[config.mk]
export PLATFORM = sky130hd
export DESIGN_NAME = rscl_keys
export DESIGN_NICKNAME = d
export VERILOG_FILES = /design/src/rscl_pkg.sv /design/src/rscl_keys.sv
export SDC_FILE = /design/constraint.sdc
export NUM_CORES = 1
export LEC_CHECK = 0
export ABC_AREA = 1
export BUFFER_PORTS_ARGS = -buffer_cell sky130_fd_sc_hd__clkbuf_2
export CAP_MARGIN = 10
export CORE_MARGIN = 8
export CORE_UTILIZATION = 35
export DETAILED_ROUTE_END_ITERATION = 8
export SETUP_SLACK_MARGIN = 0.05
export SYNTH_ARGS = -nofsm -noshare
export SYNTH_HDL_FRONTEND = slang
export SYNTH_SLANG_ARGS = --single-unit
export TNS_END_PERCENT = 30
[constraint.sdc]
create_clock -name clk -period 7.2 [get_ports clk]
set_clock_uncertainty 0.15 [all_clocks]
set_input_delay 1.44 -clock clk [delete_from_list [all_inputs] [get_ports clk]]
set_output_delay 1.44 -clock clk [all_outputs]
set_load 0.01 [all_outputs]
[src/rscl_pkg.sv]
package rscl_pkg;

  localparam logic [31:0] KEY0_RESET = 32'h06FADE60;
  localparam logic [31:0] KEY1_RESET = 32'hCAB4BEEF;
  localparam logic [31:0] KEY2_RESET = 32'h04866840;
  localparam logic [31:0] KEY3_RESET = 32'h80866808;
  localparam logic [63:0] TWEAK_SPREAD = 64'h0101010101010101;
  localparam logic [7:0] TWEAK_MASK = 8'hFF;
  localparam int CIPHER_ROUNDS = 27;
  localparam int SETS = 1024;

  localparam logic [2:0] REG_NUM_PARTITIONS = 3'd0;
  localparam logic [2:0] REG_INVALID_FIRST = 3'd1;
  localparam logic [2:0] REG_KEY0 = 3'd2;
  localparam logic [2:0] REG_KEY1 = 3'd3;
  localparam logic [2:0] REG_KEY2 = 3'd4;
  localparam logic [2:0] REG_KEY3 = 3'd5;

  localparam logic CMD_READ = 1'b0;
  localparam logic CMD_EVICT = 1'b1;

  typedef struct packed {
    logic cmd;
    logic [63:0] line_addr;
    logic [3:0] victim_way;
  } req_t;

  typedef struct packed {
    logic hit;
    logic evicted_valid;
    logic [63:0] evicted_line;
  } resp_t;

  typedef enum logic [1:0] {
    KX_IDLE,
    KX_RUN
  } kx_state_t;

  typedef enum logic [2:0] {
    BK_IDLE,
    BK_CLEAR,
    BK_HASH,
    BK_SCAN,
    BK_WAIT,
    BK_DECIDE,
    BK_WRITE,
    BK_OUT
  } bk_state_t;

  function automatic logic [31:0] rotr8(input logic [31:0] v);
    return {v[7:0], v[31:8]};
  endfunction

  function automatic logic [31:0] rotl3(input logic [31:0] v);
    return {v[28:0], v[31:29]};
  endfunction

  function automatic logic [63:0] tweak_of(input logic [4:0] p);
    return 64'({3'd0, p} & TWEAK_MASK) * TWEAK_SPREAD;
  endfunction

endpackage

[src/rscl_keys.sv]
module rscl_keys
  import rscl_pkg::*;
(
  input  logic        clk,
  input  logic        rst,
  input  logic        start,
  input  logic [31:0] key0,
  input  logic [31:0] key1,
  input  logic [31:0] key2,
  input  logic [31:0] key3,
  input  logic [4:0]  rd_idx,
  output logic [31:0] rd_key,
  output logic        busy
);

  logic [31:0] rk [CIPHER_ROUNDS];
  logic [31:0] kcur;
  logic [31:0] lw [3];
  logic [4:0] i;
  logic [1:0] m;
  kx_state_t state, state_next;
  logic [31:0] x;

  always_comb begin
    x = (rotr8(lw[m]) + kcur) ^ {27'd0, i};
  end

  always_comb begin
    state_next = state;
    case (state)
      KX_IDLE: if (start) state_next = KX_RUN;
      KX_RUN: if (!start && i == 5'(CIPHER_ROUNDS - 2)) state_next = KX_IDLE;
      default: state_next = KX_IDLE;
    endcase
  end

  always_ff @(posedge clk) begin
    if (rst) begin
      state <= KX_RUN;
      kcur <= KEY0_RESET;
      rk[0] <= KEY0_RESET;
      lw[0] <= KEY1_RESET;
      lw[1] <= KEY2_RESET;
      lw[2] <= KEY3_RESET;
      i <= '0;
      m <= '0;
    end else begin
      state <= state_next;
      if (start) begin
        kcur <= key0;
        rk[0] <= key0;
        lw[0] <= key1;
        lw[1] <= key2;
        lw[2] <= key3;
        i <= '0;
        m <= '0;
      end else if (state == KX_RUN) begin
        lw[m] <= x;
        kcur <= rotl3(kcur) ^ x;
        rk[i + 5'd1] <= rotl3(kcur) ^ x;
        i <= i + 5'd1;
        m <= (m == 2'd2) ? 2'd0 : m + 2'd1;
      end
    end
  end

  assign rd_key = rk[rd_idx];
  assign busy = (state != KX_IDLE) || start;

endmodule

# After elaboration in Yosys (flattened, before gate mapping)
# Memories as Yosys holds them, arrays and structs flattened. A register that Yosys moved wholly into a read port is not among the register bits.
# Index checks and enable logic that the tools add are counted.
# totals
ff_bits	41
mem_bits_rw	960
input_bits	136
out_inout_bits	33
word_cells	57
n_memories	2
# op_classes
addsub	3
eq_ne	5
n_mux	27
n_bitwise	6
n_reduce_logical	10
# mem_list
name	depth	word_bits	read_ports	rd_ports_with_merged_regs	write_ports	line_no	rtl
rk	27	32	1	0	1	rscl_keys.sv:16	logic [31:0] rk [CIPHER_ROUNDS];
lw	3	32	1	1	3	rscl_keys.sv:18	logic [31:0] lw [3];
# op_table
operator	n
$mux W32	8
$reduce_or A32 Y1	2
$add A32 B32 Y32	1
$xor A32 B32 Y32	1
$xor A32 B5 Y32	1
$mux W2	6
$mux W1	11
$add A5 B1 Y5 const B	1
$eq A5 B5 Y1 const B	1
$mux W5	1
$ne A2 B2 Y1 const B	2
$or A1 B1 Y1	4
$pmux W2 S2	1
$reduce_bool A2 Y1	2
$add A2 B1 Y2 const B	1
$eq A2 B1 Y1 const B	1
$eq A2 B2 Y1 const B	1
$logic_not A2 Y1	1
$reduce_and A2 Y1	1
$reduce_or A2 Y1	1
$logic_and A1 B1 Y1	1
$logic_not A1 Y1	1
$logic_or A1 B1 Y1	1

# Longest topological paths before layout
# depth
depth_word	7
mapped_depth	20
depth_no_buf	19

# Worst setup path after synthesis
# Ideal clock, no wire load.
# synth_path
kind	input-to-reg
from	in rst
to	mem lw[3][0] (enable)
setup_ps	461
arrival_time_ps	4091
required_time_ps	6589
setup_slack_ps	2498
stages	4
path_buffers	1
cell_sequence	buf_2 -> nor2_4 -> nand2_4 -> nor3_1
# synth_lines
element	line_no	rtl
start: declaration	rscl_keys.sv:5	input logic rst,
end: declaration	rscl_keys.sv:18	

# Final worst setup path
# layout_path
from	in rd_idx[1]
to	out rd_key[3]
# layout_between
elab_chain_cells	1
# layout_lines
element	line_no	rtl
start: declaration	rscl_keys.sv:11	input logic [4:0] rd_idx,
$mem_v2 Z27 W32	--	
end: declaration	rscl_keys.sv:12	output logic [31:0] rd_key,
# No other way between the ends.

==> impl_metrics.env <==
export IMPL_io_pins=169
export IMPL_area_growth_syn_to_layout_pct=14.9
export IMPL_grt_pass1_wl_mm=194
export IMPL_fin_crit_sh_pct=81.0
export IMPL_fill_cells=11773
export IMPL_clockBufferDepth=3
export IMPL_die_h_um=370
export IMPL_core_um2=125000
export IMPL_fmax_mhz=172
export IMPL_p_leak_nw=17.5
export IMPL_fin_nets=4043
export IMPL_start_util_pct=35.1
export IMPL_drt_pass1_iterations=6
export IMPL_numCtsBuffers=104
export IMPL_post_cts_resized=0
export IMPL_hp_class="register to register"
export IMPL_antenna_found_initial=1
export IMPL_final_setup_viol_count=0
export IMPL_wl_mm=133
export IMPL_h_tree_depth=3
export IMPL_viasPerCell=5.51
export IMPL_status="completed"
export IMPL_crit_required_ns=5.61
export IMPL_placed_cell_area_um2=47000
export IMPL_start_kind="input port"
export IMPL_pre_cts_ws_ns=1.48
export IMPL_critical_path_startpoint="rd_idx[1]"
export IMPL_clk_pin_slew_worst_paths_ns=0.06
export IMPL_layout_drive_gt1_share_pct=12.6
export IMPL_ctsHoldBuffers=0
export IMPL_syn_inst=3739
export IMPL_drt_iter0_drc=3576
export IMPL_hold_depth=2
export IMPL_num_rows=130
export IMPL_die_w_um=370
export IMPL_cts_tree="yes"
export IMPL_arrival_ns=4.24
export IMPL_ir_worst_vdd_mv=0.202
export IMPL_rr_worst_depth=19
export IMPL_path_max_fanout=109
export IMPL_ant_nets=0
export IMPL_cts_setup_buffers=0
export IMPL_drv_cap=0
export IMPL_stdcell_area_um2=50600
export IMPL_dp_hpwl_mm=79.1
export IMPL_vias=30966
export IMPL_end_kind="output port"
export IMPL_period_minus_slack_ns=5.83
export IMPL_setup_ws_ns=1.37
export IMPL_grt_max_degree=152
export IMPL_r2r_slack_ns=2.20
export IMPL_whs_endpoint="kcur[0]"
export IMPL_power_density_nw_per_um2=306
export IMPL_cts_root_buf="clkbuf_16"
export IMPL_drc_errors=0
export IMPL_post_drt_wl_per_cell_um=23.7
export IMPL_grt_pass1_vias=29760
export IMPL_crit_type="input port to output port"
export IMPL_async_reset_ff_share_pct=0
export IMPL_gr_total_overflow=0
export IMPL_io_buffer_count=168
export IMPL_slew_headroom_pct=15.3
export IMPL_gp_congestion=0.895
export IMPL_clock_latency_ns=0.69
export IMPL_yosys_warnings=0
export IMPL_syn_nets=3909
export IMPL_hp_start="kcur[0]"
export IMPL_finalHoldViolCount=0
export IMPL_ys_seq_area_share_pct=69.6
export IMPL_rsz0062_at_grt="false"
export IMPL_setup_tns_ns=0
export IMPL_drv_slew=0
export IMPL_worst_pin_slew_ns=1.27
export IMPL_synth_avg_cell_area_um2=11.8
export IMPL_rr_endpoint="rk[8][27]"
export IMPL_synth_ff_type="edfxtp_1"
export IMPL_cts_sinks=1034
export IMPL_synth_edf_count=992
export IMPL_synth_cell_types=49
export IMPL_grt_usage_pct=18.7
export IMPL_ys_ff_latch=1034
export IMPL_die_area_um2=137000
export IMPL_syn_area_um2=44000
-- cell usage in the layout, fill, tap and decap left out, drive strengths merged --
cell      count
a211oi        6
a21boi        7
a21o          2
a21oi        84
a22o          1
a22oi         1
a31oi        32
a32o          1
a32oi        33
a41oi         1
and2          3
buf          97
bufinv       12
clkbuf      303
clkinv       41
clkinvlp      2
dfxtp        42
diode         4
edfxtp      992
fa            1
ha           33
inv         191
nand2       460
nand3       175
nand3b        9
nand4         7
nor2        605
nor3          7
o211ai        1
o21ai       548
o21bai        6
o221ai      192
o22ai        31
or2           3
xnor2        10
xor2         24
-- where the power goes --
group          leakage (nW)  total [mW]  switching, mW  internal [mW]
logic                  6.33        2.70           2.00          0.696
clock network          1.70        5.54           2.35           3.19
registers              9.42        7.22         0.0890           7.13
-- final cells by class --
class                      instances  area (um^2)  share of cell area, %
antenna                            4         10.0                 0.0198
inverter                         189          727                   1.44
multi-input combinational       2283        11900                   23.6
clock buffer                     139         2810                   5.55
timing repair buffer             261         1670                   3.30
tap                             1650         2060                   4.08
clock inverter                    57          713                   1.41
sequential                      1034        30600                   60.6
-- per-stage QoR --
step           hold WS (ns)  instances  power (mW)  utilization (%)
2_1_floorplan         0.310       3739        8.98                -
3_3_place_gp          0.340       5416        9.95             37.5
3_5_place_dp          0.343       5417        9.99             37.5
4_1_cts               0.352       5613        15.5             40.4
5_1_grt               0.377       5613        16.0             40.4
6_report              0.352       5617        15.5             40.4
-- worst max-delay path by stage --
stage	to
after global placement	rd_key[3]
after detailed placement	rd_key[3]
after global routing	rd_key[4]
after CTS	rd_key[3]
final	rd_key[3]
after floorplan	lw[3][0]
-- Yosys cell counts, drive strengths merged, types with 32 or more instances --
library cell,n,area (um^2)
a32oi,33,289
buf,67,334
a21oi,84,424
nand3,175,891
dfxtp,42,841
a31oi,32,200
inv,188,706
o21ai,548,2740
nor2,605,2300
ha,33,413
edfxtp,992,29800
o221ai,192,1680
clkbuf,166,623
nand2,460,1770
-- logic make-up (layout without fill, tap and decap cells) --
family                   Yosys count  count (layout)  synth area share (%)
flip-flops                      1034            1034                  69.6
AO/OA/AOI/OAI                    946             946                  13.0
buffers and inverters            422             646                  3.79
other                              0               4                     0
adder cells (fa/ha/maj)           34              34                 0.984
XOR/XNOR                          34              34                 0.780
AND/OR/NAND/NOR                 1269            1269                  11.8
-- flip-flops by register name, indices dropped and copies added, names as in the netlist, named ones only --
register / flops
i: 5
kcur: 32
lw: 128
m: 2
rk: 864
state: 1
-- critical path: stages --
cell and delay (ns):
buf_6 0.21, inv_6 0.64, buf_12 0.49, o21ai_0 0.17
o221ai_1 0.22, nand3_1 0.11, a32oi_1 0.57, clkbuf_2 0.25
-- metal layers --
metal | vias up | wire [um] | GRT usage, %
li1 | 13942 | - | -
met1 | 15328 | 56900 | 25.9
met2 | 1474 | 60400 | 29.4
met3 | 222 | 11900 | 4.07
met4 | 0 | 4070 | 5.68
met5 | - | 0 | 0
Power figures use the tool's default switching activity.
