`src/rscl_pkg.sv`:
```
package rscl_pkg;

  localparam logic [31:0] KEY0_RESET = 32'h06FADE60;
  localparam logic [31:0] KEY1_RESET = 32'hCAB4BEEF;
  localparam logic [31:0] KEY2_RESET = 32'h04866840;
  localparam logic [31:0] KEY3_RESET = 32'h80866808;
  localparam logic [63:0] TWEAK_SPREAD = 64'h0101010101010101;
  localparam logic [7:0] TWEAK_MASK = 8'hFF;
  localparam int CIPHER_ROUNDS = 27;
  localparam int SETS = 1024;

  localparam logic [2:0] REG_NUM_PARTITIONS = 3'd0;
  localparam logic [2:0] REG_INVALID_FIRST = 3'd1;
  localparam logic [2:0] REG_KEY0 = 3'd2;
  localparam logic [2:0] REG_KEY1 = 3'd3;
  localparam logic [2:0] REG_KEY2 = 3'd4;
  localparam logic [2:0] REG_KEY3 = 3'd5;

  localparam logic CMD_READ = 1'b0;
  localparam logic CMD_EVICT = 1'b1;

  typedef struct packed {
    logic cmd;
    logic [63:0] line_addr;
    logic [3:0] victim_way;
  } req_t;

  typedef struct packed {
    logic hit;
    logic evicted_valid;
    logic [63:0] evicted_line;
  } resp_t;

  typedef enum logic [1:0] {
    KX_IDLE,
    KX_RUN
  } kx_state_t;

  typedef enum logic [2:0] {
    BK_IDLE,
    BK_CLEAR,
    BK_HASH,
    BK_SCAN,
    BK_WAIT,
    BK_DECIDE,
    BK_WRITE,
    BK_OUT
  } bk_state_t;

  function automatic logic [31:0] rotr8(input logic [31:0] v);
    return {v[7:0], v[31:8]};
  endfunction

  function automatic logic [31:0] rotl3(input logic [31:0] v);
    return {v[28:0], v[31:29]};
  endfunction

  function automatic logic [63:0] tweak_of(input logic [4:0] p);
    return 64'({3'd0, p} & TWEAK_MASK) * TWEAK_SPREAD;
  endfunction

endpackage

```
`src/rscl_front.sv`:
```
module rscl_front
  import rscl_pkg::*;
(
  input  logic clk,
  input  logic rst,
  input  logic in_valid,
  output logic in_ready,
  input  req_t in_data,
  output logic q_valid,
  input  logic q_ready,
  output req_t q_data
);

  req_t buf0, buf1;
  logic [1:0] cnt;
  logic push, pop;

  assign in_ready = (cnt != 2'd2);
  assign push = in_valid && in_ready;
  assign pop = q_valid && q_ready;
  assign q_valid = (cnt != 2'd0);
  assign q_data = buf0;

  always_ff @(posedge clk) begin
    if (rst) begin
      cnt <= '0;
    end else begin
      cnt <= cnt + {1'b0, push} - {1'b0, pop};
    end
  end

  always_ff @(posedge clk) begin
    if (pop) begin
      if (push && cnt == 2'd1) buf0 <= in_data;
      else buf0 <= buf1;
    end else if (push) begin
      if (cnt == 2'd0) buf0 <= in_data;
      else buf1 <= in_data;
    end
  end

`ifndef SYNTH
  a_no_overflow: assert property (@(posedge clk) disable iff (rst)
    cnt == 2'd2 |-> !push) else $error("queue overflow");
  a_cnt_range: assert property (@(posedge clk) disable iff (rst)
    cnt != 2'd3) else $error("queue count out of range");
  a_pop_nonempty: assert property (@(posedge clk) disable iff (rst)
    pop |-> cnt != 2'd0) else $error("pop from empty queue");
`endif

endmodule

```
`config.mk`:
```
export PLATFORM = sky130hd
export DESIGN_NAME = rscl_front
export DESIGN_NICKNAME = d
export VERILOG_FILES = /design/src/rscl_pkg.sv /design/src/rscl_front.sv
export SDC_FILE = /design/constraint.sdc
export NUM_CORES = 1
export LEC_CHECK = 0
export ABC_AREA = 1
export BUFFER_PORTS_ARGS = -buffer_cell sky130_fd_sc_hd__buf_2
export CAP_MARGIN = 20
export CORE_MARGIN = 5
export CORE_UTILIZATION = 35
export DETAILED_ROUTE_END_ITERATION = 7
export PLACE_DENSITY = 0.58
export REMOVE_ABC_BUFFERS = 1
export SLEW_MARGIN = 20
export SYNTH_ARGS = -nofsm -noshare
export SYNTH_HDL_FRONTEND = slang
export SYNTH_SLANG_ARGS = --single-unit
```
`constraint.sdc`:
```
create_clock -name clk -period 7.9 [get_ports clk]
set_input_delay 1.58 -clock clk [delete_from_list [all_inputs] [get_ports clk]]
set_output_delay 1.58 -clock clk [all_outputs]
set_load 0.005 [all_outputs]
```
# Word level (Yosys, flattened, before mapping)
# Index checks and enable logic that the tools add are counted.
totals:
  register_bits: 140
  latch_bits: 0
  ram_bits: 0
  rom_bits: 0
  output_inout_bits: 71
  elab_cells: 26
  mem_count: 0
classes:
  n_addsub: 2
  n_mul: 0
  div: 0
  magnitude_cmp: 0
  n_eq_ne: 2
  n_shift: 0
  mux: 4
  bitwise: 2
  n_reduce_logical: 9
ops:
  columns: ["cell", "count"]
  rows:
  - ["2-to-1 mux 69 bit", 4]
  - ["nonzero test 2 bit", 3]
  - ["logical AND 1 bit", 3]
  - ["AND reduction 3 bit", 1]
  - ["adder 2 x 1 -> 2 bit", 1]
  - ["== test 2 x 1 -> 1 bit (second input constant)", 1]
  - ["logical NOT 2 bit", 1]
  - ["!= test 2 bit (second input constant)", 1]
  - ["NOT 1 bit", 2]
  - ["AND reduction 2 bit", 1]
  - ["subtractor 2 x 1 -> 2 bit", 1]

# Longest topological paths before layout
# Gate-level depths: netlist of run 1.
depth:
  ltp_word: 5
  depth_mapped: 11

# Least setup slack after synthesis of run 1
# Ideal clock, no wire load.
synth_path:
  kind: "input to register"
  start: "in q_ready"
  end: "reg buf1[0] (netlist name) (enable)"
  setup_time_ps: 582
  t_arrival_ps: 6386
  required_ps: 7318
  path_slack_ps: 932
  cell_stages: 1
  path_cell_list: "nor3_1"
synth_via:
  elab_chain_len: 3
synth_rtl:
  columns: ["item", "line", "text"]
  rows:
  - ["start, declared", "rscl_front.sv:10", "input logic q_ready,"]
  - ["logical AND 1 bit", "rscl_front.sv:20", "assign pop = q_valid && q_ready;"]
  - ["NOT 1 bit (no source line)", null, null]
  - ["AND reduction 3 bit (no source line)", null, null]
  - ["end signal, assigned", "rscl_front.sv:38", "else buf1 <= in_data;"]
  - ["end, declared", "rscl_front.sv:14", "req_t buf0, buf1;"]
# Every way passes these cells.
# A chain may end at the register's enable or synchronous reset.

# Worst setup path in the final report of run 1
layout_path:
  start: "in q_ready"
  end: "reg buf0, in the netlist q_data[51] (enable)"
layout_via:
  elab_chain_len: 3
  word_cells_on_any_way: 4
  cone_classes: "reduce/logical (4)"
layout_rtl:
  columns: ["item", "line", "text"]
  rows:
  - ["logical AND 1 bit (*)", "rscl_front.sv:20", null]
  - ["nonzero test 2 bit (no source line)", null, null]
  - ["AND reduction 2 bit (no source line) (*)", null, null]
  - ["end signal, assigned", "rscl_front.sv:34", "if (push && cnt == 2'd1) buf0 <= in_data;"]
  - ["end signal, assigned", "rscl_front.sv:35", "else buf0 <= buf1;"]
  - ["end signal, assigned", "rscl_front.sv:37", "if (cnt == 2'd0) buf0 <= in_data;"]
  - ["end, declared", "rscl_front.sv:14", null]
# Every way passes the cells marked *; elsewhere a longest branch is shown, timed or not.

==> flow_summary.toml, run 1 <==
[synthesis]
synth_simple_gate_area_frac = 0.177
yosysTopAreaCell = "edfxtp_1"
synth_top_area_share = 0.784
yosysUniqueCellTypes = 19
synth_xor_area_frac = 0
synth_top_family_by_area = "simple AND/OR/NAND/NOR gates"
ys_seq_area_frac = 0.791
syn_area_per_cell_um2 = 13.4
syn_inst = 394
synthTopCellsByArea = "edfxtp_1, nand2_1, nand3_1"
synth_area_um2 = 5290
synth-seq-cells = 140
ys_warn_count = 0
synth-compound-area-share = 0.00237
muxShareOfSynthArea = 0
yosys.area_share.adder = 0.00473

[hold_path]
hold_depth = 2
hold_path_end = "q_data[9]"
hp-start = "buf1[9]"
hold_path.class = "flip-flop to flip-flop"

[floorplan]
ioPinCount = 144
start_util = 0.352
rows = 45
coreArea_um2 = 15000
die_w_um = 133
dieArea_um2 = 17700
fp.dieH_um = 133

[critical_path]
crit_required_ns = 7.95
critPathLaunchType = "primary input"
reg2regPathDepth = 5
cp-end-kind = "flip-flop"
arrival_ns = 3.97
r2r-start = "cnt[0]"
worstReg2RegEnd = "q_data[51]"
critical_path.max_fanout = 42
reg2reg_slack_ns = 4.78
crit_type = "primary input to flip-flop"

[placed_design]
placed_cells = 708
dp_slack_ns = 3.52
numPortBuffers = 143
dpl_cell_area_um2 = 6190
dpl.hpwl_um = 7460
gp_congestion = 0.738

[global_route]
antenna_found_initial = 3
overflow = 0
grt_pass1_vias = 3410
grtUsageTotal = 0.132
grt_max_degree = 71
grt_pass1_wl_um = 18100

[clocking]
cts_tree = "built"
cts_buffer_depth = 2
cts.htree.levels = 4
cts_setup_buffers = 0
clk_latency_ns = 0.41
cts_made_buffers = 17
cts_resized = 0
cts_root_buf = "clkbuf_16"
clock-sinks = 140
clk_pin_slew_ns = 0.05
ctsHoldBuffers = 0

[layout]
fin_area_um2 = 6820
nNetsFinal = 614
drive_gt1_frac = 0.328
syn_to_final_growth_pct = 29.0
stdcell_count = 740
antenna_cells = 0

[power_and_ir_drop]
p_per_area_nw_per_um2 = 397
power_leakage_nw = 2.88
ir_drop_mv = 0.281
p_total_mw = 2.71

[sta]
drv_slew = 0
final-hold-violation-count = 0
finalSetupViolCount = 0
finalClockSkew_ns = 0.00575
rsz0062_at_grt = "false"
max_slew.worst_pin.slew_ns = 0.909
timing.fmax_ghz = 0.255
period_share = 0.496
maxSlewHeadroom = 0.394
worst_slack_ns = 3.98
post-route-min-period_ns = 3.92
tns_ns = 0

[run]
cap_violations = 0

[detailed_routing]
drc_errors = 0
wirelength_um = 11500
detail-route-antenna-nets = 0
num_vias = 3440
drtIter0Drc = 208
wire_per_inst_um = 15.5
drtPass1Iterations = 6
viasPerCell = 4.65

[outcome]
status = "completed"
[layout by cell type (no fill, tap or decap), types with 4 or more instances in the layout]
cell type  count
bufinv_16      5
clkbuf_16     17
buf_4          4
buf_2        143
inv_1          9
nand3_1       70
clkinv_1       4
clkinv_2       4
edfxtp_1     138
nand2_1      143
[metal layers]
| layer | wire length [um] | vias up | part of all wire | track usage |
|---|---|---|---|---|
| met3 | 849 | 23 | 0.074 | 0.0548 |
| met2 | 5180 | 120 | 0.45 | 0.196 |
| met1 | 5210 | 1613 | 0.45 | 0.171 |
| met4 | 191 | 6 | 0.017 | 0.0548 |
| li1 | - | 1678 | - | - |
| met5 | 32 | - | 0.0028 | 0 |
[state kept, by name, summed over array words and instances, names as in the netlist]
register and flops:
q_data 69, buf1 69, cnt 2
[power breakdown]
group | internal [mW] | total, mW | switching (mW)
Clock | 0.554 | 0.847 | 0.293
Sequential | 1.15 | 1.22 | 0.0700
Combinational | 0.211 | 0.645 | 0.433
[synthesized netlist by cell type]
cell and n:
a21oi_1 1, buf_1 4, buf_2 4, buf_4 2, buf_6 1, clkbuf_1 10
dfxtp_1 2, edfxtp_1 138, ha_1 2, inv_1 9, nand2_1 143, nand2_2 1
nand3_1 70, nand3_2 1, nor2_1 2, nor2_2 1, nor2_4 1, nor3_1 1
o21bai_1 1
[critical path: stages]
cell      delay (ns)
buf_2           0.09
inv_1           0.06
nor2_4          0.58
buf_4           0.52
o21bai_4        0.45
buf_4           0.60
[logic make-up after synthesis]
kind of cell    count (synthesis)
simple gates                  220
flops                         140
buf+inv                        30
compound gates                  2
fa+ha+maj                       2
[area by class of cell]
type,instances,area (um^2)
fillers,1387,8210
flip-flops and latches,140,4180
multi-input cells,224,995
repair buffers,147,746
clock buffers,17,425
well taps,188,235
clock inverters,15,201
inverters,9,33.8
[per-stage QoR]
stage | utilization | hold slack (ns)
after detailed placement | 0.412 | 0.534
after global placement | 0.412 | 0.528
after global routing | 0.454 | 0.560
after floorplan | - | 0.521
final | 0.454 | 0.545
after CTS | 0.454 | 0.546
[how the worst max path moves through the flow]
stage,cells after the start,to,from
CTS,6,q_data[55],q_ready
global route,6,q_data[31],q_ready
detailed placement,6,q_data[11],q_ready
finish,6,q_data[51],q_ready
floorplan,1,buf1[0],q_ready
global placement,6,q_data[56],q_ready
No activity file was read; power rests on OpenSTA's default activity.
==> run 2, diff against run 1 <==
Settings changed: PLACE_DENSITY 0.58 to 0.6.
Clock period 7.9 ns to 3.44 ns, I/O delays scaled along.
==> run 2 against run 1 <==
Utilization fell by 0.51 points. Clock-buffer cell count rose by 5. Critical path type is now flip-flop to flip-flop. Highest routed layer is now met4. Via count fell by 1.4%. Sequential power rose by 130%. Cell count did not move. Final area fell by 1.1%. Clock skew rose by 0.0017 ns. Wire length fell by 2.3%.
==> flow_summary.toml, run 2 (synthesized netlist as in run 1, its figures left out) <==
[floorplan]
coreArea_um2 = 15000
ioPinCount = 144
die_w_um = 133
dieArea_um2 = 17700
fp.dieH_um = 133
rows = 45
start_util = 0.352

[power_and_ir_drop]
power_leakage_nw = 2.84
ir_drop_mv = 1.08
combPwrFrac = 0.258
p_total_mw = 5.93
p_seq_frac = 0.468
swShare = 0.303
pwr-share-clk = 0.274
internal-power_mw = 4.13
p_per_area_nw_per_um2 = 879
power_switching_mw = 1.80

[layout]
fin_area_um2 = 6740
nNetsFinal = 615
fillCellCount = 1363
utilization = 0.449
syn_to_final_growth_pct = 27.5
final_cell_mix = "nand2_1, buf_2, edfxtp_1"
stdcell_count = 740
drive_gt1_frac = 0.322
antenna_cells = 0

[critical_path]
cp_cell_sequence = "nor2_2, nor2_4, buf_4, ha_1, inv_1, ha_1, inv_1, nand2_1, nand3_1, nand2_1, nor2_1"
arrival_ns = 2.52
cp-end-kind = "flip-flop"
crit_required_ns = 3.74
critPathSlowestCell = "buf_4"
crit_type = "flip-flop to flip-flop"
critPathLaunchType = "flip-flop"
critical_path.max_fanout = 70
crit_path_max_incr_delay_ns = 0.59

[sta]
period_share = 0.643
final-hold-violation-count = 0
maxSlewHeadroom = 0.354
worst_slack_ns = 1.23
rsz0062_at_grt = "false"
max_slew.worst_pin.slew_ns = 0.966
finalClockSkew_ns = 0.00741
post-route-min-period_ns = 2.21
timing.fmax_ghz = 0.452
drv_slew = 0
finalSetupViolCount = 0

[placed_design]
numPortBuffers = 143
placed_cells = 709
dp_slack_ns = 0.849
gp_congestion = 0.722
dpl.hpwl_um = 7160
dpl_cell_area_um2 = 6230

[clocking]
cts_made_buffers = 17
cts_setup_buffers = 0
ctsHoldBuffers = 0
clk_pin_slew_ns = 0.06
cts_resized = 0
cts_buffer_depth = 2
cts_root_buf = "clkbuf_16"
cts_tree = "built"
cts.htree.levels = 4
clock-sinks = 140
clk_latency_ns = 0.41

[global_route]
grtUsageTotal = 0.131
grt_max_degree = 71
grt_pass1_wl_um = 18100
overflow = 0
grt_pass1_vias = 3458
antenna_found_initial = 0

[run]
cap_violations = 0

[hold_path]
hold_path.class = "primary input to flip-flop"

[detailed_routing]
drc_errors = 0
detail-route-antenna-nets = 0
wire_per_inst_um = 15.1
wirelength_um = 11200
viasPerCell = 4.58
num_vias = 3392
drtPass1Iterations = 4
drtIter0Drc = 206

[outcome]
status = "completed"
-- run 2: changes by cell type in the layout (fill, tap and decap cells not counted), sizes merged --
cell,delta
clkbuf,+5
bufinv,-4
buf,+1
inv,-1
clkinv,-1
-- run 2: routing by layer --
metal / GRT usage / wire length [um]
met1: 0.178 / 5120
met2: 0.190 / 5150
met3: 0.0460 / 789
met4: 0.0560 / 135
met5: 0 / 0
-- run 2: cell type report --
| cell class | count | area, um^2 | share of cell area |
|---|---|---|---|
| Timing Repair Buffer | 148 | 778 | 0.115 |
| Clock buffer | 22 | 444 | 0.0659 |
| Clock inverter | 9 | 73.8 | 0.0109 |
| Sequential cell | 140 | 4180 | 0.620 |
| Inverter | 9 | 33.8 | 0.00501 |
| Multi-Input combinational cell | 224 | 995 | 0.147 |
| Tap cell | 188 | 235 | 0.0349 |
-- run 2: path summary, 6_finish.rpt --
path,startpoint,slack [ns],depth (start not counted),end
worst max-delay path,cnt[0],1.23,11,cnt[1]
worst max register to register,cnt[0],1.23,11,cnt[1]
worst min-delay path,rst,0.45,2,cnt[0]
worst min register to register,buf1[50],0.54,2,q_data[50]
-- run 2: worst max-delay path, delay by kind of cell (launching register included) --
family	cells	cell delay [ns]
fa+ha+maj	2	0.50
simple gates	6	0.46
flops	1	0.43
buf+inv	3	0.70
-- run 2: power groups by stage --
stage | clock [mW] | combinational (mW) | sequential (mW)
2_1_floorplan | 0 | 0.709 | 2.92
3_5_place_dp | 0 | 1.58 | 2.81
5_1_grt | 1.74 | 1.75 | 2.82
4_1_cts | 1.67 | 1.59 | 2.79
3_3_place_gp | 0 | 1.55 | 2.80
6_report | 1.62 | 1.53 | 2.77
-- run 2: through the flow --
stage               setup TNS [ns]  hold WS [ns]
floorplan                  -254.22         0.521
global placement                 0         0.527
detailed placement               0         0.531
CTS                              0         0.423
global route                     0         0.428
finish                           0         0.448
==> run 3, diff against run 2 <==
Clock period 3.44 ns to 1.9 ns, I/O delays scaled along.
==> run 3 against run 2 <==
Total power rose by 88%. Fmax rose by 31%. Largest cell class unchanged. Worst hold slack got worse by 0.33 ns. Clock skew rose by 0.0017 ns.
==> flow_summary.toml, run 3 (synthesized netlist as in run 1, its figures left out) <==
[sta]
timing.fmax_ghz = 0.590
final-hold-violation-count = 0
hold_ws_ns = 0.120
max_slew.worst_pin.slew_ns = 0.386
period_share = 0.891
post-route-min-period_ns = 1.69
drv_slew = 0
maxSlewHeadroom = 0.742
rsz0062_at_grt = "false"
worst_slack_ns = 0.206
finalSetupViolCount = 0
finalClockSkew_ns = 0.00910
tns_ns = 0

[power_and_ir_drop]
power_leakage_nw = 2.89
p_per_area_nw_per_um2 = 1620
ir_drop_mv = 1.11

[floorplan]
dieArea_um2 = 17700
ioPinCount = 144
fp.dieH_um = 133
rows = 45
start_util = 0.352
coreArea_um2 = 15000
die_w_um = 133

[global_route]
antenna_found_initial = 0
grtUsageTotal = 0.134
overflow = 0
grt_max_degree = 70
grt_pass1_vias = 3573
grt_pass1_wl_um = 18200

[clocking]
cts_tree = "built"
cts_setup_buffers = 0
clk_pin_slew_ns = 0.06
clock-sinks = 140
ctsHoldBuffers = 0
cts_buffer_depth = 2
cts_made_buffers = 17
cts_resized = 0
cts_root_buf = "clkbuf_16"
cts.htree.levels = 4
clk_latency_ns = 0.42

[critical_path]
critical_path.max_fanout = 4
critPathLaunchType = "flip-flop"
crit_required_ns = 2.22
worstReg2RegEnd = "cnt[1]"
critPathSlowestCell = "dfxtp_1"
reg2regPathDepth = 10
crit_path_max_incr_delay_ns = 0.43
arrival_ns = 2.01
cp_cell_sequence = "inv_1, nand2_1, nand2_1, ha_1, inv_1, ha_1, inv_1, nand2_1, a21oi_1, nor2_1"
reg2reg_slack_ns = 0.21
r2r-start = "cnt[0]"
cp-end-kind = "flip-flop"
crit_type = "flip-flop to flip-flop"

[run]
cap_violations = 0

[placed_design]
numPortBuffers = 143
dpl_cell_area_um2 = 6260
gp_congestion = 0.776
dpl.hpwl_um = 7510
dp_slack_ns = 0.211

[layout]
final_cell_mix = "nand2_1, buf_2, edfxtp_1"
syn_to_final_growth_pct = 29.4
fin_area_um2 = 6840
utilization = 0.455
antenna_cells = 0
drive_gt1_frac = 0.333
nNetsFinal = 618

[outcome]
status = "completed"

[hold_path]
hold_depth = 2
hold_path.class = "primary input to flip-flop"
hp-start = "rst"
hold_path_end = "cnt[0]"

[detailed_routing]
num_vias = 3413
detail-route-antenna-nets = 0
drtIter0Drc = 205
drc_errors = 0
wire_per_inst_um = 15.3
wirelength_um = 11400
drtPass1Iterations = 5
viasPerCell = 4.59
==> run 3: changes by cell type in the layout (fill, tap and decap cells not counted), sizes merged <==
cell	previous run	this run
buf	148	151
clkbuf	22	19
bufinv	1	3
clkinv	7	8
clkinvlp	1	2
==> run 3: final cells by class <==
cell class | instances | area [um^2]
timing repair buffer | 151 | 813
inverter | 9 | 33.8
sequential | 140 | 4180
clock inverter | 13 | 150
fill | 1392 | 8190
multi-input combinational | 224 | 995
clock buffer | 19 | 433
tap | 188 | 235
==> run 3: report_power, final <==
group	leakage (nW)	switching [mW]	internal (mW)
Clock	0.282	1.22	2.04
Combinational	1.29	1.86	0.995
Sequential	1.32	0.251	4.75
==> run 3: metrics by stage <==
stage	instances	power (mW)
after CTS	744	11.3
after detailed placement	712	8.00
final	744	11.1
after global routing	744	11.8
after floorplan	373	6.27
after global placement	712	7.88
==> run 3: worst max-delay path: cells and delay by family (launching register included) <==
kind,cells,cell delay (ns)
AO/OA/AOI/OAI,1,0.15
flip-flops,1,0.43
adder cells (fa/ha/maj),2,0.50
AND/OR/NAND/NOR,4,0.34
buffers and inverters,3,0.17
==> run 3: worst max-delay path by stage <==
stage | slack, ns | cells after the start | startpoint | end
after floorplan | -3.96 | 4 | cnt[0] | buf1[0]
after global placement | 0.33 | 5 | cnt[0] | buf1[54]
after detailed placement | 0.21 | 10 | cnt[0] | cnt[1]
after CTS | 0.20 | 10 | cnt[0] | cnt[1]
after global routing | 0.03 | 10 | cnt[0] | cnt[1]
final | 0.21 | 10 | cnt[0] | cnt[1]
==> run 3: routing by layer <==
metal	global-route usage	up-vias	wire, um
met3	0.0601	22	861
met2	0.205	116	5330
li1	-	1684	-
met4	0.0560	0	238
met5	0	-	0
met1	0.166	1591	4940
